<file path="config.mk">
export PLATFORM = sky130hd
export DESIGN_NAME = swrt_regs
export DESIGN_NICKNAME = d
export VERILOG_FILES = /design/src/swrt_pkg.sv /design/src/swrt_regs.sv
export SDC_FILE = /design/constraint.sdc
export NUM_CORES = 1
export LEC_CHECK = 0
export ABC_CLOCK_PERIOD_IN_PS = 2440
export BUFFER_PORTS_ARGS = -buffer_cell sky130_fd_sc_hd__buf_2
export CORE_MARGIN = 1.5
export CORE_UTILIZATION = 35
export DETAILED_ROUTE_END_ITERATION = 7
export MAX_ROUTING_LAYER = met4
export PLACE_DENSITY_LB_ADDON = 0.08
export SLEW_MARGIN = 20
export SYNTH_ARGS = -nofsm -noshare
export SYNTH_HDL_FRONTEND = slang
export SYNTH_SLANG_ARGS = --single-unit
</file>
<file path="constraint.sdc">
create_clock -name clk -period 2.44 [get_ports clk]
set_clock_uncertainty 0.15 [all_clocks]
set_input_delay 0.732 -clock clk [delete_from_list [all_inputs] [get_ports clk]]
set_output_delay 0.732 -clock clk [all_outputs]
set_load 0.005 [all_outputs]
</file>
<file path="src/swrt_pkg.sv">
package swrt_pkg;

	// Register map
	localparam int ADDR_W = 5;
	localparam int IDX_W = 3;
	localparam int DATA_W = 32;
	localparam int OUT_W = 17;

	localparam logic [IDX_W-1:0] REG_TURN_MODE = 3'd0;
	localparam logic [IDX_W-1:0] REG_SENSITIVITY = 3'd1;
	localparam logic [IDX_W-1:0] REG_MAX_STEP = 3'd2;
	localparam logic [IDX_W-1:0] REG_MIN_STEP = 3'd3;
	localparam logic [IDX_W-1:0] REG_FLOOR_DEFAULT = 3'd4;
	localparam logic [IDX_W-1:0] REG_FLOOR_TOUCH = 3'd5;

	// Reset values
	localparam logic RST_TURN_MODE = 1'b0;
	localparam logic [7:0] RST_SENSITIVITY = 8'd192;
	localparam logic [15:0] RST_MAX_STEP = 16'd8192;
	localparam logic [15:0] RST_MIN_STEP = 16'd91;
	localparam logic [31:0] RST_FLOOR_DEFAULT = 32'd24159191;
	localparam logic [31:0] RST_FLOOR_TOUCH = 32'd858993459;

	// Half a turn in the 32-bit angle accumulator
	localparam logic [31:0] HALF_TURN = 32'h8000_0000;

	// Largest and smallest result values
	localparam int OUT_MAX = 65535;
	localparam int OUT_MIN = -65536;

	typedef struct packed {
		logic        turn_mode;
		logic [7:0]  sensitivity;
		logic [15:0] max_step;
		logic [15:0] min_step;
		logic [31:0] floor_default;
		logic [31:0] floor_touch;
	} cfg_t;

	// atan(2^-i), 2^32 units per full turn
	function automatic logic [31:0] atan_entry(input logic [4:0] idx);
		case (idx)
			5'd0: atan_entry = 32'd536870912;
			5'd1: atan_entry = 32'd316933406;
			5'd2: atan_entry = 32'd167458907;
			5'd3: atan_entry = 32'd85004756;
			5'd4: atan_entry = 32'd42667331;
			5'd5: atan_entry = 32'd21354465;
			5'd6: atan_entry = 32'd10679838;
			5'd7: atan_entry = 32'd5340245;
			5'd8: atan_entry = 32'd2670163;
			5'd9: atan_entry = 32'd1335087;
			5'd10: atan_entry = 32'd667544;
			5'd11: atan_entry = 32'd333772;
			5'd12: atan_entry = 32'd166886;
			5'd13: atan_entry = 32'd83443;
			5'd14: atan_entry = 32'd41722;
			5'd15: atan_entry = 32'd20861;
			5'd16: atan_entry = 32'd10430;
			5'd17: atan_entry = 32'd5215;
			5'd18: atan_entry = 32'd2608;
			5'd19: atan_entry = 32'd1304;
			5'd20: atan_entry = 32'd652;
			5'd21: atan_entry = 32'd326;
			5'd22: atan_entry = 32'd163;
			5'd23: atan_entry = 32'd81;
			default: atan_entry = 32'd0;
		endcase
	endfunction

endpackage

</file>
<file path="src/swrt_regs.sv">
module swrt_regs (
	input  logic                        clk,
	input  logic                        arst_n,
	input  logic                        psel,
	input  logic                        penable,
	input  logic                        pwrite,
	input  logic [swrt_pkg::ADDR_W-1:0] paddr,
	input  logic [swrt_pkg::DATA_W-1:0] pwdata,
	output logic [swrt_pkg::DATA_W-1:0] prdata,
	output swrt_pkg::cfg_t              cfg
);
	import swrt_pkg::*;

	logic [IDX_W-1:0] idx;
	logic wr_en;
	cfg_t cfg_q;

	assign idx = paddr[ADDR_W-1:2];
	assign wr_en = psel && penable && pwrite;
	assign cfg = cfg_q;

	// Write on the access phase; ignore unmapped addresses
	always_ff @(posedge clk or negedge arst_n) begin
		if (!arst_n) begin
			cfg_q.turn_mode <= RST_TURN_MODE;
			cfg_q.sensitivity <= RST_SENSITIVITY;
			cfg_q.max_step <= RST_MAX_STEP;
			cfg_q.min_step <= RST_MIN_STEP;
			cfg_q.floor_default <= RST_FLOOR_DEFAULT;
			cfg_q.floor_touch <= RST_FLOOR_TOUCH;
		end else if (wr_en) begin
			case (idx)
				REG_TURN_MODE: cfg_q.turn_mode <= pwdata[0];
				REG_SENSITIVITY: cfg_q.sensitivity <= pwdata[7:0];
				REG_MAX_STEP: cfg_q.max_step <= pwdata[15:0];
				REG_MIN_STEP: cfg_q.min_step <= pwdata[15:0];
				REG_FLOOR_DEFAULT: cfg_q.floor_default <= pwdata;
				REG_FLOOR_TOUCH: cfg_q.floor_touch <= pwdata;
				default: ;
			endcase
		end
	end

	// Read back
	always_comb begin
		case (idx)
			REG_TURN_MODE: prdata = {31'd0, cfg_q.turn_mode};
			REG_SENSITIVITY: prdata = {24'd0, cfg_q.sensitivity};
			REG_MAX_STEP: prdata = {16'd0, cfg_q.max_step};
			REG_MIN_STEP: prdata = {16'd0, cfg_q.min_step};
			REG_FLOOR_DEFAULT: prdata = cfg_q.floor_default;
			REG_FLOOR_TOUCH: prdata = cfg_q.floor_touch;
			default: prdata = '0;
		endcase
	end

endmodule

</file>
Word level (Yosys, flattened, before mapping)
Index checks and enable logic that the tools add are counted.

storage, ports and cells
  register bits after elaboration = 105
  output and inout bits = 137
  word-level logic and storage cells = 21

cells by class
  equality and inequality tests = 5
  mux-type cells = 1
  reductions and logical operators = 9

operators with widths
  operator            number
  $pmux 32 s6         1
  $reduce_and 2->1    6
  $eq 3x2->1 const B  2
  $eq 3x3->1 const B  2
  $eq 3x1->1 const B  1
  $logic_not 3->1     1
  $logic_and 1x1->1   2

Logic depth before layout (Yosys ltp)
  word-level depth = 3
  gate-level depth with buffers = 5
  gate-level depth less buffers = 3

Least setup slack after synthesis
OpenSTA, ideal clock, no wires.

  path kind = input -> output
  from = input paddr[2] (netlist name)
  to = output prdata[16] (netlist name)
  data arrival time = 1.630 ns
  path slack = -0.072 ns
  stages = 5
  path buffers = 3
  path through = buf_2 -> buf_4 -> buf_2 -> mux2i_1 -> nor2_1

on the way
  cells in the longest elaborated chain, start to end = 2

ends and longest elaborated chain
  what                                      RTL line         RTL
  start, declared                           swrt_regs.sv:7   input logic [swrt_pkg::ADDR_W-1:0] paddr,
  $eq 3x3->1, or another cell as far along  swrt_regs.sv:46  case (idx)
  $pmux 32 s6 (*)                           swrt_regs.sv:46
  end, declared                             swrt_regs.sv:9   output logic [swrt_pkg::DATA_W-1:0] prdata,

Mark *: on every way between the ends. The rest lies on a longest branch, timed or not.

Worst setup path after layout
  from = input paddr[2] (netlist name)
  to = output prdata[15] (netlist name)

Same word-level chain as after synthesis.

==> out/metrics.cfg <==
[clocking]
htree_levels=3
cts_tree=yes
root_buffer=clkbuf_16
clock_sinks=105
path_clk_slew_ns=0.06
clock_latency_ns=0.34
ctsHoldBuffers=0
cts_buffer_depth=2
cts_buffers=9

[placed_design]
place_hpwl_um=9130
place_inst=705
place_area_mm2=0.00632
gp_congestion=0.734
portBuffers=176

[critical_path]
critPathCaptureType=output port
critPathRequiredTime_ns=1.56
crit_end=prdata[15]
ff2ff_setup_slack_ns=1.49
critPathMaxStageDelay_ns=0.15
path_class=input port to output port
crit_chain=buf_12, buf_12, buf_12, mux2i_2, o22ai_1, buf_2
critPathLaunch=paddr[2]
path_max_fanout=9
path_common_cell=buf_12
crit_buf_inv=4
path_depth=6
crit_slowest_cell=mux2i_2
start_kind=input port
reg2reg_depth=1
cp_top_family=buffers and inverters
r2r_start=cfg[15]$_DFFE_PN0P_
critPathArrivalTime_ns=1.56
r2r-end=cfg[15]$_DFFE_PN0P_

[sta]
tightest_slew_ns=0.477
max-slew-margin-rel_pct=68.2
layout_setup_ws_ns=-0.00689
fmax_mhz=409
hold_viol=0
grt_setup_unrepaired=yes
setup_violations=3
fin_crit_ns=2.45
finalSetupTns_ns=-0.0137
drv_slew=0
timing.final.crit_share_pct=100

[grt]
grt_max_degree=42
grt_pass1_wl_um=19500
grt-ovfl-total=0
grt_pass1_vias=3542
antenna_found_initial=0
track_usage_pct=18.3

[power]
power_frac_seq_pct=47.6
p_comb_share_pct=23.7
pwr_density_cell_mw_per_mm2=750
intPower_w=0.00374
switchingPower_w=0.00137
ir_drop_mv=0.306
p_sw_share_pct=26.7
cellLeakagePower_nw=3.47
power_w=0.00511
pwr-share-clk_pct=28.6

[yosys]
yosysTopAreaCellShare_pct=34.3
synth_cells=331
synth_area_mm2=0.00489
yosysSeqAreaShare_pct=54.7
post_synth.cell_area_avg_um2=14.8
synth_largest_area_cell=dfrtp_1
syn_nets=373
ys_ff_latch=105
synth_cell_types=23
yosysWarnings=0
synth_area_leaders=dfrtp_1 34%, mux2_2 22%, dfstp_2 20%

[outcome]
status=finished with violations
violations=negative setup slack

[finish]
mostFrequentLayoutCells=172 x buf_2, 95 x mux2_2, 67 x dfrtp_1
drive_above_1_share_pct=71.0
antennaDiodeCount=0
fin_nets=582
final_common_cell=buf_2
instances_no_fill=725
fin_area_mm2=0.00681
final_util_pct=49.5
syn2layout_area_growth_pct=39.3
largest_reg_flops=105

[floorplan]
start_util_pct=35.5
io_pins=179
num_rows=43
die_x_um=121
die_y_um=121
core_region_area_mm2=0.0138
dieArea_mm2=0.0147

[run]
maxCapViolCount=0

[routing]
routed_wl_um=12900
postRouteAntennaNets=0
via_count=3508
drt_iter0_markers=92
routedWlPerCell_um=17.8
firstDrtPassIters=4
routed_via_density=4.84
drc=0

[worst_hold_path]
hp-class=input port to async pin

worst min-delay path by stage:
stage	startpoint	end	slack, ns	depth (start not counted)
2_1_floorplan	arst_n	cfg[100]$_DFFE_PN0P_	0.29	0
3_3_place_gp	cfg[37]$_DFFE_PN0P_	cfg[37]$_DFFE_PN0P_	0.34	1
3_5_place_dp	cfg[6]$_DFFE_PN0P_	cfg[6]$_DFFE_PN0P_	0.35	1
4_1_cts	arst_n	cfg[46]$_DFFE_PN0P_	0.20	1
5_1_grt	arst_n	cfg[19]$_DFFE_PN0P_	0.22	1
6_report	arst_n	cfg[46]$_DFFE_PN0P_	0.19	1
final cells by class:
cell class | instances | area (µm²)
Clock buffer | 13 | 260
Clock inverter | 3 | 40.0
Fill cell | 1306 | 6960
Multi-Input combinational cell | 206 | 2130
Sequential cell | 105 | 2680
Tap cell | 180 | 225
Timing Repair Buffer | 218 | 1490
logic make-up (layout without fill, tap and decap cells):
family	count (synthesis)	after routing	share of synthesized area [%]
mux	154	154	34.3
flops	105	105	54.7
simple gates	30	30	4.55
compound gates	22	22	3.07
buf+inv	20	234	3.40
through the flow:
| stage | setup WS, ns | hold slack, ns |
|---|---|---|
| 2_1_floorplan | -0.00557 | 0.286 |
| 3_3_place_gp | -0.152 | 0.344 |
| 6_report | -0.00689 | 0.191 |
| 3_5_place_dp | -0.181 | 0.353 |
| 4_1_cts | -0.0164 | 0.199 |
| 5_1_grt | -0.0529 | 0.216 |
power by group through the flow:
stage	Sequential [W]	Clock, W	Combinational (W)
after CTS	0.00243	0.00151	0.00122
after detailed placement	0.00246	0	0.00118
final	0.00243	0.00146	0.00121
after global routing	0.00249	0.00159	0.00133
after floorplan	0.00245	0	0.000523
after global placement	0.00244	0	0.00117
metal layers:
metal	part of all wire [%]	up-vias	global-route usage [%]
li1	-	1627	-
met1	45	1765	22.8
met2	48	108	29.4
met3	5.9	8	3.99
met4	0.97	0	6.32
met5	0	-	-
repair_timing:
action	in CTS	in global routing
buffers inserted	2	1
gates resized for setup	23	8
setup endpoints to repair	32	19
cloned	1	1
pin swaps	4	1
hold endpoints to repair	0	0
synthesized netlist by cell type:
| library cell | n |
|---|---|
| a211o_1 | 1 |
| a21o_1 | 6 |
| buf_2 | 7 |
| buf_4 | 4 |
| buf_6 | 9 |
| dfrtp_1 | 67 |
| dfstp_2 | 38 |
| mux2_1 | 9 |
| mux2_2 | 95 |
| mux2_4 | 1 |
| mux2i_1 | 49 |
| nand2b_1 | 2 |
| nand4_4 | 1 |
| nand4b_4 | 1 |
| nor2_1 | 18 |
| nor2_4 | 2 |
| nor2_8 | 2 |
| nor3_1 | 1 |
| nor3_4 | 1 |
| nor3b_1 | 1 |
| o221ai_1 | 1 |
| o22ai_1 | 14 |
| or3_1 | 1 |
(Power assumes the default switching activity.)
